--- config.mk ---
export PLATFORM = sky130hd
export DESIGN_NAME = fla_ctrl
export DESIGN_NICKNAME = d
export VERILOG_FILES = /design/src/hdl/fla_pkg.sv /design/src/hdl/fla_ctrl.sv
export SDC_FILE = /design/constraint.sdc
export NUM_CORES = 1
export LEC_CHECK = 0
export ABC_CLOCK_PERIOD_IN_PS = 1750
export BUFFER_PORTS_ARGS = -buffer_cell sky130_fd_sc_hd__buf_2
export CAP_MARGIN = 20
export CORE_MARGIN = 2
export CORE_UTILIZATION = 49
export DETAILED_ROUTE_END_ITERATION = 10
export HOLD_SLACK_MARGIN = 0.15
export PLACE_DENSITY = 0.87
export SKIP_LAST_GASP = 1
export SLEW_MARGIN = 15
export SYNTH_ARGS = -nofsm -noshare
export SYNTH_HDL_FRONTEND = slang
export SYNTH_SLANG_ARGS = --single-unit
--- constraint.sdc ---
create_clock -name clk -period 1.75 [get_ports clk]
set_clock_uncertainty 0.05 [all_clocks]
set_input_delay 0.175 -clock clk [delete_from_list [all_inputs] [get_ports clk]]
set_output_delay 0.175 -clock clk [all_outputs]
set_load 0.005 [all_outputs]
--- src/hdl/fla_pkg.sv ---
package fla_pkg;

  localparam int MAX_REGIONS = 1024;
  localparam int IDX_W       = $clog2(MAX_REGIONS);
  localparam int CNT_W       = IDX_W + 1;

  localparam logic [CNT_W-1:0] MAX_COUNT = CNT_W'(MAX_REGIONS);

  localparam logic [31:0] PAGE_LOW  = 32'h0000_0fff;
  localparam logic [31:0] PAGE_HIGH = 32'hffff_f000;

  localparam logic [1:0] ST_OK    = 2'd0;
  localparam logic [1:0] ST_NOFIT = 2'd1;
  localparam logic [1:0] ST_LOST  = 2'd2;

  localparam logic CMD_ALLOC = 1'b0;
  localparam logic CMD_FREE  = 1'b1;

  // datapath operations
  localparam logic [4:0] OP_NONE       = 5'd0;
  localparam logic [4:0] OP_LOAD       = 5'd1;
  localparam logic [4:0] OP_READ       = 5'd2;
  localparam logic [4:0] OP_READ_BELOW = 5'd3;
  localparam logic [4:0] OP_NEXT       = 5'd4;
  localparam logic [4:0] OP_NOFIT      = 5'd5;
  localparam logic [4:0] OP_TAKE       = 5'd6;
  localparam logic [4:0] OP_DEC_COUNT  = 5'd7;
  localparam logic [4:0] OP_WRITE_DOWN = 5'd8;
  localparam logic [4:0] OP_SAVE_PREV  = 5'd9;
  localparam logic [4:0] OP_MERGE_PREV = 5'd10;
  localparam logic [4:0] OP_MERGE_NEXT = 5'd11;
  localparam logic [4:0] OP_MARK       = 5'd12;
  localparam logic [4:0] OP_INSERT     = 5'd13;
  localparam logic [4:0] OP_WRITE_UP   = 5'd14;
  localparam logic [4:0] OP_LOST       = 5'd15;
  localparam logic [4:0] OP_SUM_INIT   = 5'd16;
  localparam logic [4:0] OP_ACC        = 5'd17;
  localparam logic [4:0] OP_FINISH     = 5'd18;

  typedef struct packed {
    logic [4:0] op;
  } dp_cmd_t;

  typedef struct packed {
    logic is_free;
    logic size_zero;
    logic at_end;      // index reached entry count
    logic fits;        // read length >= size
    logic exact;       // read length == size
    logic beyond;      // read start > address
    logic prev_merge;
    logic next_merge;
    logic has_room;
    logic at_mark;     // shift-up index reached insert point
    logic out_busy;
  } dp_stat_t;

  function automatic logic [31:0] sat_add(input logic [31:0] a, input logic [31:0] b);
    logic [32:0] s;
    s = {1'b0, a} + {1'b0, b};
    return s[32] ? 32'hffff_ffff : s[31:0];
  endfunction

endpackage

--- src/hdl/fla_ctrl.sv ---
module fla_ctrl (
  input  logic              clk,
  input  logic              rst,
  input  logic              in_valid,
  output logic              in_ready,
  input  fla_pkg::dp_stat_t stat,
  output fla_pkg::dp_cmd_t  cmd
);

  localparam logic [3:0] S_IDLE     = 4'd0;
  localparam logic [3:0] S_DISPATCH = 4'd1;
  localparam logic [3:0] S_A_CHECK  = 4'd2;
  localparam logic [3:0] S_A_EVAL   = 4'd3;
  localparam logic [3:0] S_SL_CHECK = 4'd4;
  localparam logic [3:0] S_SL_WRITE = 4'd5;
  localparam logic [3:0] S_F_CHECK  = 4'd6;
  localparam logic [3:0] S_F_EVAL   = 4'd7;
  localparam logic [3:0] S_F_DECIDE = 4'd8;
  localparam logic [3:0] S_SR_CHECK = 4'd9;
  localparam logic [3:0] S_SR_WRITE = 4'd10;
  localparam logic [3:0] S_SUM_INIT = 4'd11;
  localparam logic [3:0] S_SUM_CHK  = 4'd12;
  localparam logic [3:0] S_SUM_ACC  = 4'd13;

  logic [3:0] state, state_next;

  always_ff @(posedge clk) begin
    if (rst) state <= S_IDLE;
    else     state <= state_next;
  end

  always_comb begin
    state_next = state;
    cmd.op     = fla_pkg::OP_NONE;
    in_ready   = 1'b0;
    unique case (state)
      S_IDLE: begin
        in_ready = 1'b1;
        if (in_valid) begin
          cmd.op     = fla_pkg::OP_LOAD;
          state_next = S_DISPATCH;
        end
      end
      S_DISPATCH: begin
        if (!stat.is_free)       state_next = S_A_CHECK;
        else if (stat.size_zero) state_next = S_SUM_INIT;
        else                     state_next = S_F_CHECK;
      end
      S_A_CHECK: begin
        if (stat.at_end) begin
          cmd.op     = fla_pkg::OP_NOFIT;
          state_next = S_SUM_INIT;
        end else begin
          cmd.op     = fla_pkg::OP_READ;
          state_next = S_A_EVAL;
        end
      end
      S_A_EVAL: begin
        if (stat.fits) begin
          cmd.op     = fla_pkg::OP_TAKE;
          state_next = stat.exact ? S_SL_CHECK : S_SUM_INIT;
        end else begin
          cmd.op     = fla_pkg::OP_NEXT;
          state_next = S_A_CHECK;
        end
      end
      S_SL_CHECK: begin
        if (stat.at_end) begin
          cmd.op     = fla_pkg::OP_DEC_COUNT;
          state_next = S_SUM_INIT;
        end else begin
          cmd.op     = fla_pkg::OP_READ;
          state_next = S_SL_WRITE;
        end
      end
      S_SL_WRITE: begin
        cmd.op     = fla_pkg::OP_WRITE_DOWN;
        state_next = S_SL_CHECK;
      end
      S_F_CHECK: begin
        if (stat.at_end) begin
          state_next = S_F_DECIDE;
        end else begin
          cmd.op     = fla_pkg::OP_READ;
          state_next = S_F_EVAL;
        end
      end
      S_F_EVAL: begin
        if (stat.beyond) begin
          state_next = S_F_DECIDE;
        end else begin
          cmd.op     = fla_pkg::OP_SAVE_PREV;
          state_next = S_F_CHECK;
        end
      end
      S_F_DECIDE: begin
        if (stat.prev_merge) begin
          cmd.op     = fla_pkg::OP_MERGE_PREV;
          state_next = stat.next_merge ? S_SL_CHECK : S_SUM_INIT;
        end else if (stat.next_merge) begin
          cmd.op     = fla_pkg::OP_MERGE_NEXT;
          state_next = S_SUM_INIT;
        end else if (stat.has_room) begin
          cmd.op     = fla_pkg::OP_MARK;
          state_next = S_SR_CHECK;
        end else begin
          cmd.op     = fla_pkg::OP_LOST;
          state_next = S_SUM_INIT;
        end
      end
      S_SR_CHECK: begin
        if (stat.at_mark) begin
          cmd.op     = fla_pkg::OP_INSERT;
          state_next = S_SUM_INIT;
        end else begin
          cmd.op     = fla_pkg::OP_READ_BELOW;
          state_next = S_SR_WRITE;
        end
      end
      S_SR_WRITE: begin
        cmd.op     = fla_pkg::OP_WRITE_UP;
        state_next = S_SR_CHECK;
      end
      S_SUM_INIT: begin
        cmd.op     = fla_pkg::OP_SUM_INIT;
        state_next = S_SUM_CHK;
      end
      S_SUM_CHK: begin
        if (stat.at_end) begin
          if (!stat.out_busy) begin
            cmd.op     = fla_pkg::OP_FINISH;
            state_next = S_IDLE;
          end
        end else begin
          cmd.op     = fla_pkg::OP_READ;
          state_next = S_SUM_ACC;
        end
      end
      S_SUM_ACC: begin
        cmd.op     = fla_pkg::OP_ACC;
        state_next = S_SUM_CHK;
      end
      default: state_next = S_IDLE;
    endcase
  end

endmodule

==> impl_metrics.py, run 1 <==
metrics = {
    "worst_setup_path": {
        "cp-end-kind": "output port",
        "cp.arrival_ps": 1460,
        "crit_type": "reg -> out",
        "cp_top_family": "flip-flops",
        "cp_data_required_time_ps": 1520,
        "cp_slowest_stage_delay_ps": 370,
        "crit_path_cell_trace": "buf_4, nor4_1, a21oi_1, o221ai_1, buf_2",
        "worst_setup_path_start_kind": "flip-flop",
        "cp.buffers_inverters": 2,
        "critical_path.max_fanout": 11,
        "crit_slowest_cell": "dfxtp_4",
    },
    "placement": {
        "portBuffers": 19,
        "pre_cts_slack_ps": 80.1,
        "hpwl_um": 1540,
        "place_congestion": 0.878,
    },
    "status": {
        "outcome": "complete, no violations",
    },
    "yosys": {
        "synth_area_um2": 646,
        "synth_warnings": 0,
        "syn_avg_cell_area_um2": 6.73,
        "syn_nets": 110,
        "synth_area_leaders": "dfxtp_1 12%, a21oi_1 7.0%, nand2b_1 5.8%",
        "synthCells": 96,
        "yosysTopAreaCell": "dfxtp_1",
        "ys_seq_elements": 4,
        "synth_top_area_share_pct": 12.4,
        "yosysSeqAreaShare_pct": 12.4,
        "synthDistinctLibCells": 37,
    },
    "sta": {
        "final.period_utilization_pct": 96.2,
        "setup_violations": 0,
        "worst_pin_slew_ps": 389,
        "layout_min_cycle_time_ps": 1680,
        "slew_headroom_pct": 73.8,
        "finalHoldViolations": 0,
        "maxSlewViolCount": 0,
        "rsz0062_at_grt": "true",
        "setup_slack_ps": 65.9,
        "max_freq_ghz": 0.594,
    },
    "clock_tree": {
        "cts_tree": "yes",
        "clk_latency_ps": 240,
        "cts_made_buffers": 3,
        "htree_levels": 1,
        "path_clk_slew_ps": 40,
        "clockBufferDepth": 2,
        "clock_sinks": 4,
        "cts-root-buf": "clkbuf_4",
    },
    "layout": {
        "drive_above_1_share_pct": 34.1,
        "area_growth_pct": 37.4,
        "fillers": 108,
        "regMostFlops": "state",
        "antenna_cells": 0,
        "fin_util_pct": 69.9,
        "top_regs": "state x4",
        "largest_reg_flops": 4,
        "nNetsFinal": 139,
    },
    "global_route": {
        "antenna_found_initial": 0,
        "grt-ovfl-total": 0,
        "grt_pass1_vias": 744,
        "grt_pass1_wl_um": 3140,
        "grt_use_total_pct": 29.5,
        "grt_max_degree": 22,
    },
    "pwr": {
        "p_leak_uw": 0.000364,
        "switching_power_uw": 633,
        "internal-power_uw": 696,
        "p_sw_share_pct": 47.6,
        "p_total_uw": 1330,
        "peakVddDrop_mv": 0.838,
        "power.density_mw_per_mm2": 1500,
        "power_frac_seq_pct": 19.8,
        "p_comb_share_pct": 71.4,
        "power_frac_clock_pct": 8.8,
    },
    "route": {
        "routedWlPerCell_um": 15.6,
        "drcViolationCount": 0,
        "drt_first_iter_violations": 29,
        "route.vias.total": 877,
        "wl_um": 2150,
        "dr.pass1.iters": 4,
        "final_antenna_net_count": 0,
        "via_per_inst": 6.36,
    },
    "floorplan": {
        "die-area_mm2": 0.00162,
        "coreArea_mm2": 0.00127,
        "ios": 20,
        "fp-row-count": 13,
        "initial_utilization_pct": 50.9,
        "die_x_um": 40.3,
        "die_height_um": 40.3,
    },
    "min_path": {
        "hp-class": "in -> reg",
    },
    "flow_run": {
        "drv_cap": 0,
    },
}
==> power by group through the flow <==
stage	registers [uW]	logic, uW	clock network, uW
2_1_floorplan	157	611	0
3_3_place_gp	240	823	0
3_5_place_dp	246	852	0
4_1_cts	252	864	120
5_1_grt	275	1030	130
6_report	263	949	117
==> cell type report <==
type | instances | area, um^2 | area share, %
timing repair buffer | 32 | 195 | 22.0
tap | 15 | 18.8 | 2.12
clock buffer | 3 | 22.5 | 2.54
multi-input combinational | 79 | 542 | 61.1
sequential | 4 | 90.1 | 10.2
inverter | 5 | 18.8 | 2.12
==> cells in the mapped netlist <==
cell type and count:
a2111oi_0 1, a211oi_1 2, a21boi_0 1, a21o_1 4
a21oi_1 9, a2bb2oi_1 1, a311oi_2 1, a31oi_1 5
a32oi_1 1, and2b_1 1, buf_2 7, clkbuf_1 1
dfxtp_1 4, inv_1 5, mux2i_1 1, nand2_1 5
nand2b_1 6, nand3_1 2, nand3b_1 4, nand4_1 1
nand4b_1 1, nor2_1 8, nor2b_1 2, nor4_1 2
nor4b_1 1, o211a_1 1, o21ai_0 6, o21bai_1 2
o221ai_1 3, o22ai_1 1, o2bb2ai_1 1, o31ai_1 1
o32a_1 1, o32ai_1 1, or2b_1 1, or3_1 1
or3b_2 1
==> routing by layer <==
layer  GRT usage [%]  vias to the layer above  share of wire [%]
met5               0                        -                  0
met2            52.0                       49                 49
met1            36.0                      406                 44
met3            6.67                        0                7.2
li1                -                      422                  -
met4            6.67                        0                  0
==> tightest hold or removal path, stage by stage <==
cell	delay [ps]
buf_2	90
inv_1	80
a21o_1	130
a311oi_2	40
==> placed cells by master, fill, tap and decap left out, types with 2 or more instances in the layout <==
cell type and count:
a21oi_1 9, buf_4 12, a21o_1 4, nor4_1 2
nand3b_1 4, a31oi_1 5, o221ai_1 3, nand2b_1 6
dfxtp_4 2, o21ai_0 6, nand3_1 2, nor2_1 8
nor2b_1 2, inv_1 5, buf_2 19, dfxtp_2 2
a211oi_1 2, o21bai_1 2, nand2_1 5, clkbuf_4 3
==> final timing paths <==
check / startpoint / endpoint / slack [ps] / cells past startpoint
setup / recovery: state[3]$_SDFFE_PP0P_ / cmd[0] / 70 / 5
hold / removal: in_valid / state[0]$_SDFFE_PP0P_ / 270 / 4
setup reg to reg: state[0]$_SDFFE_PP0P_ / state[0]$_SDFFE_PP0P_ / 160 / 6
hold reg to reg: state[2]$_SDFFE_PP0P_ / state[0]$_SDFFE_PP0P_ / 630 / 2
==> stage by stage <==
stage,hold slack [ps],setup TNS [ps],cells,cell area (um^2)
detailed placement,336,0,132,796
global route,284,-4.86,138,887
floorplan,194,0,96,646
global placement,336,0,132,796
finish,271,0,138,887
CTS,273,0,136,833
==> cell families after synthesis <==
| logic type | Yosys count | share of synthesized area, % |
|---|---|---|
| AOI/OAI and AO/OA | 42 | 45.4 |
| buffers and inverters | 13 | 8.91 |
| DFF | 4 | 12.4 |
| muxes | 1 | 1.55 |
| and+or+nand+nor | 36 | 31.8 |
==> what timing repair did <==
| item | 4_1_cts | 5_1_grt |
|---|---|---|
| gates cloned | 0 | 0 |
| hold buffers | 1 | 0 |
| resized for setup | 4 | 7 |
| setup buffers | 0 | 2 |
| hold endpoints to repair | 3 | 0 |
| pin swaps | 0 | 1 |
| setup endpoints to repair | 3 | 3 |
(Power assumes the default switching activity.)
==> run 2: changes to the inputs <==
==> constraint.sdc (replaced) <==
create_clock -name clk -period 1.75 [get_ports clk]
set_clock_uncertainty 0.05 [all_clocks]
set_input_delay 0.0875 -clock clk [delete_from_list [all_inputs] [get_ports clk]]
set_output_delay 0.0875 -clock clk [all_outputs]
set_load 0.005 [all_outputs]
==> run 2 against run 1 <==
  * Maximum frequency grew 2.7%
  * Worst hold slack worse by 80 ps
  * First-iteration DRC count grew 86%
  * Non-clock buffer count shrank 4
  * Final cell count is 2.9% lower
  * Sequential power increased by 9.9%
  * Sequential share of layout area rose by 0.43 points
  * Routed wire length down 11%
  * Final area is 6.8% lower
  * Core utilization fell by 4.7 points
  * Flip-flop and latch count did not move
  * Register-to-register slack better by 60 ps
  * Critical path type unchanged
==> impl_metrics.py, run 2 (synthesized netlist as in run 1, its figures left out) <==
metrics = {
    "layout": {
        "area_growth_pct": 28.1,
        "regMostFlops": "state",
        "multi_input_area_um2": 514,
        "largest_reg_flops": 4,
        "fin_util_pct": 65.2,
        "fillers": 119,
        "layout_common_cells": "19 x buf_2, 9 x a21oi_1, 8 x nor2_1, 8 x buf_4",
        "top_regs": "state x4",
        "regArea_um2": 87.6,
        "nNetsFinal": 135,
        "drive_above_1_share_pct": 31.1,
        "antenna_cells": 0,
        "final_common_cell": "buf_2",
    },
    "route": {
        "final_antenna_net_count": 0,
        "routedWlPerCell_um": 14.4,
        "via_per_inst": 6.47,
        "route.vias.total": 867,
        "dr.pass1.iters": 4,
        "wl_um": 1920,
        "drcViolationCount": 0,
        "drt_first_iter_violations": 54,
    },
    "global_route": {
        "grt_pass1_vias": 690,
        "grt_use_total_pct": 26.5,
        "grt_max_degree": 21,
        "grt-ovfl-total": 0,
        "antenna_found_initial": 0,
        "grt_pass1_wl_um": 2940,
    },
    "worst_setup_path": {
        "worst_setup_path_start_kind": "flip-flop",
        "cp-end-kind": "output port",
        "cp_data_required_time_ps": 1610,
        "r2r_setup_slack_ps": 220,
        "cp.arrival_ps": 1500,
        "r2r_cells": 4,
        "crit_type": "reg -> out",
        "critical_path.max_fanout": 13,
    },
    "sta": {
        "setup_violations": 0,
        "slew_headroom_pct": 77.4,
        "fin_hold_ws_ps": 191,
        "maxSlewViolCount": 0,
        "rsz0062_at_grt": "false",
        "finalHoldViolations": 0,
        "layout_min_cycle_time_ps": 1640,
        "worst_pin_slew_ps": 334,
        "max_freq_ghz": 0.610,
        "fin_tns_setup_ps": 0,
        "final.period_utilization_pct": 93.7,
    },
    "floorplan": {
        "fp-row-count": 13,
        "die_x_um": 40.3,
        "coreArea_mm2": 0.00127,
        "die_height_um": 40.3,
        "initial_utilization_pct": 50.9,
        "die-area_mm2": 0.00162,
        "ios": 20,
    },
    "min_path": {
        "worstHoldPathCells": 4,
        "hp-class": "in -> reg",
    },
    "clock_tree": {
        "clockBufferDepth": 2,
        "path_clk_slew_ps": 40,
        "cts-root-buf": "clkbuf_4",
        "cts_made_buffers": 3,
        "cts_tree": "yes",
        "htree_levels": 1,
        "clock_sinks": 4,
        "clk_latency_ps": 230,
        "post-cts-setup-buffers": 0,
    },
    "pwr": {
        "peakVddDrop_mv": 0.795,
        "power.density_mw_per_mm2": 1460,
        "p_leak_uw": 0.000335,
    },
    "placement": {
        "place_congestion": 0.950,
        "hpwl_um": 1420,
        "portBuffers": 19,
    },
    "flow_run": {
        "drv_cap": 0,
    },
    "status": {
        "outcome": "complete, no violations",
    },
}
run 2: power breakdown:
part | total [uW] | switching (uW) | leakage [uW] | internal, uW
registers | 289 | 146 | 0.0000347 | 143
logic | 808 | 401 | 0.000287 | 407
clock network | 109 | 32.8 | 0.0000138 | 76.4
run 2: what timing repair did:
item                                   4_1_cts  5_1_grt
gates resized for setup                      4        3
pin swaps                                    1        0
setup endpoints to repair                    2        3
hold buffers                                 1        0
endpoints found under the hold margin        4        0
run 2: path summary, 6_finish.rpt:
path | from | endpoint
setup / recovery | state[2]$_SDFFE_PP0P_ | cmd[1]
hold / removal | in_valid | state[0]$_SDFFE_PP0P_
setup reg to reg | state[0]$_SDFFE_PP0P_ | state[0]$_SDFFE_PP0P_
hold reg to reg | state[3]$_SDFFE_PP0P_ | state[2]$_SDFFE_PP0P_
run 2: area by class of cell:
type,instances,share of cell area [%]
clock buffer,3,2.72
inverter,5,2.27
multi-input combinational,79,62.2
sequential,4,10.6
tap,15,2.27
timing repair buffer,28,20.0
run 2: metal layers:
layer | global-route usage, % | routed length (um) | vias up
li1 | - | - | 417
met4 | 9.17 | 0 | 0
met5 | 0 | 0 | -
met3 | 1.67 | 176 | 0
met1 | 35.4 | 798 | 404
met2 | 44.8 | 948 | 46
run 2: metrics by stage:
stage / instances / setup WS [ps] / power, uW / area [um^2]
floorplan: 96 / 407 / 768 / 646
global placement: 130 / 164 / 1020 / 781
detailed placement: 130 / 92.7 / 1050 / 781
CTS: 134 / 2.15 / 1180 / 818
global route: 134 / 2.14 / 1320 / 827
finish: 134 / 110 / 1210 / 827
run 2: critical path, stage by stage, from the launching register on:
cell       delay, ps
dfxtp_2          380
buf_4            180
a2111oi_2        340
a31oi_1           70
o221ai_1         170
buf_2            140
==> run 3: changes to the inputs <==
BUFFER_PORTS_ARGS = default   (was -buffer_cell sky130_fd_sc_hd__buf_2)
CORE_AREA = 2 2 39 41   (was default)
CORE_MARGIN = default   (was 2)
CORE_UTILIZATION = default   (was 49)
DIE_AREA = 0 0 41 43   (was default)
DONT_BUFFER_PORTS = 1   (was default)
PLACE_DENSITY = default   (was 0.87)
==> run 3 against run 2 <==
  * Global-route usage shrank 2.7 points
  * Worst hold slack lost 10 ps
  * Core utilization shrank 8.2 points
  * Power shrank 5.2%
  * Sequential power shrank 8.3%
  * Routed wire length shrank 2.2%
  * Die area grew 8.6%
  * Clock power is essentially flat
==> impl_metrics.py, run 3 (synthesized netlist as in run 1, its figures left out) <==
metrics = {
    "status": {
        "outcome": "complete, no violations",
    },
    "worst_setup_path": {
        "reg2reg_to": "state[0]$_SDFFE_PP0P_",
        "cp_data_required_time_ps": 1610,
        "cp.arrival_ps": 1550,
        "r2r_cells": 5,
        "critical_path.max_fanout": 11,
        "cp-end-kind": "output port",
        "cp-startpoint": "state[3]$_SDFFE_PP0P_",
        "crit-reg2reg-launch": "state[0]$_SDFFE_PP0P_",
        "r2r_setup_slack_ps": 90,
        "crit_type": "reg -> out",
        "worst_setup_path_start_kind": "flip-flop",
        "crit_end": "cmd[1]",
    },
    "layout": {
        "layout_common_cells": "10 x buf_4, 9 x a21oi_1, 8 x nor2_1",
        "largest_reg_flops": 4,
        "nNetsFinal": 123,
        "drive_above_1_share_pct": 17.8,
        "final_common_cell": "buf_4",
        "area_growth_pct": 22.1,
        "top_regs": "state x4",
        "antenna_cells": 0,
        "regMostFlops": "state",
    },
    "clock_tree": {
        "post-cts-setup-buffers": 0,
        "htree_levels": 1,
        "clk_latency_ps": 230,
        "cts-root-buf": "clkbuf_4",
        "clock_sinks": 4,
        "path_clk_slew_ps": 30,
        "clockBufferDepth": 2,
        "cts_tree": "yes",
        "cts_made_buffers": 3,
    },
    "floorplan": {
        "coreArea_mm2": 0.00138,
        "die_x_um": 41,
        "fp-row-count": 14,
        "initial_utilization_pct": 46.7,
        "ios": 20,
        "die_height_um": 43,
        "die-area_mm2": 0.00176,
    },
    "global_route": {
        "grt_max_degree": 20,
        "grt_use_total_pct": 23.9,
        "grt_pass1_vias": 697,
        "grt_pass1_wl_um": 2980,
        "antenna_found_initial": 0,
        "grt-ovfl-total": 0,
    },
    "pwr": {
        "peakVddDrop_mv": 0.940,
        "p_total_uw": 1140,
        "p_leak_uw": 0.000282,
        "power.density_mw_per_mm2": 1450,
    },
    "route": {
        "drt_first_iter_violations": 19,
        "routedWlPerCell_um": 15.3,
        "route.vias.total": 776,
        "wl_um": 1880,
        "final_antenna_net_count": 0,
        "via_per_inst": 6.31,
        "drcViolationCount": 0,
        "dr.pass1.iters": 4,
    },
    "sta": {
        "layout_min_cycle_time_ps": 1690,
        "setup_violations": 0,
        "max_freq_ghz": 0.593,
        "slew_headroom_pct": 73.2,
        "maxSlewViolCount": 0,
        "setup_slack_ps": 64.1,
        "rsz0062_at_grt": "true",
        "final.period_utilization_pct": 96.3,
        "worst_pin_slew_ps": 391,
        "finalHoldViolations": 0,
    },
    "placement": {
        "pre_cts_slack_ps": 156,
        "hpwl_um": 1390,
        "place_congestion": 0.925,
        "portBuffers": 0,
    },
    "flow_run": {
        "drv_cap": 0,
    },
    "min_path": {
        "hp-class": "in -> reg",
    },
}
==> run 3: cell types whose count changed in the layout (fill, tap and decap cells not counted), sizes merged <==
cell,delta
dlygate4sd3,+5
buf,-17
==> run 3: cell type report <==
| class | instances | area, um^2 |
|---|---|---|
| Timing Repair Buffer | 16 | 135 |
| Sequential cell | 4 | 83.8 |
| Tap cell | 16 | 20.0 |
| Fill cell | 146 | 596 |
| Multi-Input combinational cell | 79 | 508 |
| Clock buffer | 3 | 22.5 |
| Inverter | 5 | 18.8 |
==> run 3: where the power goes <==
group	switching (uW)	leakage (uW)	total [uW]	internal, uW
registers	129	0.0000340	265	136
logic	384	0.000235	771	387
clock network	31.4	0.0000138	108	76.3
==> run 3: critical path, cell delays in order, from the launching register on <==
cell and delay (ps):
dfxtp_1 530, inv_1 100, a2111oi_0 390, a31oi_1 80
o221ai_1 220
==> run 3: how the worst min path moves through the flow <==
stage | start | to | cells past startpoint
after global placement | rst | state[1]$_SDFFE_PP0P_ | 1
after floorplan | rst | state[1]$_SDFFE_PP0P_ | 1
after CTS | stat[9] | state[2]$_SDFFE_PP0P_ | 3
after global routing | stat[8] | state[0]$_SDFFE_PP0P_ | 3
final | stat[9] | state[2]$_SDFFE_PP0P_ | 3
after detailed placement | rst | state[3]$_SDFFE_PP0P_ | 1
==> run 3: through the flow <==
step | cell area [um^2] | TNS (ps) | hold WS [ps] | cells | utilization [%]
finish | 788 | 0 | 181 | 123 | 57.0
CTS | 787 | 0 | 169 | 123 | 56.9
detailed placement | 702 | 0 | 113 | 114 | 50.7
global route | 788 | -32.3 | 202 | 123 | 57.0
global placement | 702 | 0 | 112 | 114 | 50.7
floorplan | 646 | 0 | 107 | 96 | -
==> run 3: timing repair <==
item | CTS | global route
hold endpoints to repair | 4 | 0
gates resized for setup | 2 | 2
endpoints found under the setup margin | 2 | 4
pin swaps | 0 | 0
hold buffers | 6 | 0
==> run 3: metal layers <==
metal | part of all wire, % | routed length (um) | global-route usage (%) | vias to the layer above
met5 | 0 | 0 | 0 | -
li1 | - | - | - | 392
met4 | 0 | 0 | 6.00 | 0
met2 | 50 | 947 | 39.1 | 31
met3 | 5.5 | 104 | 0.524 | 0
met1 | 44 | 828 | 33.0 | 353
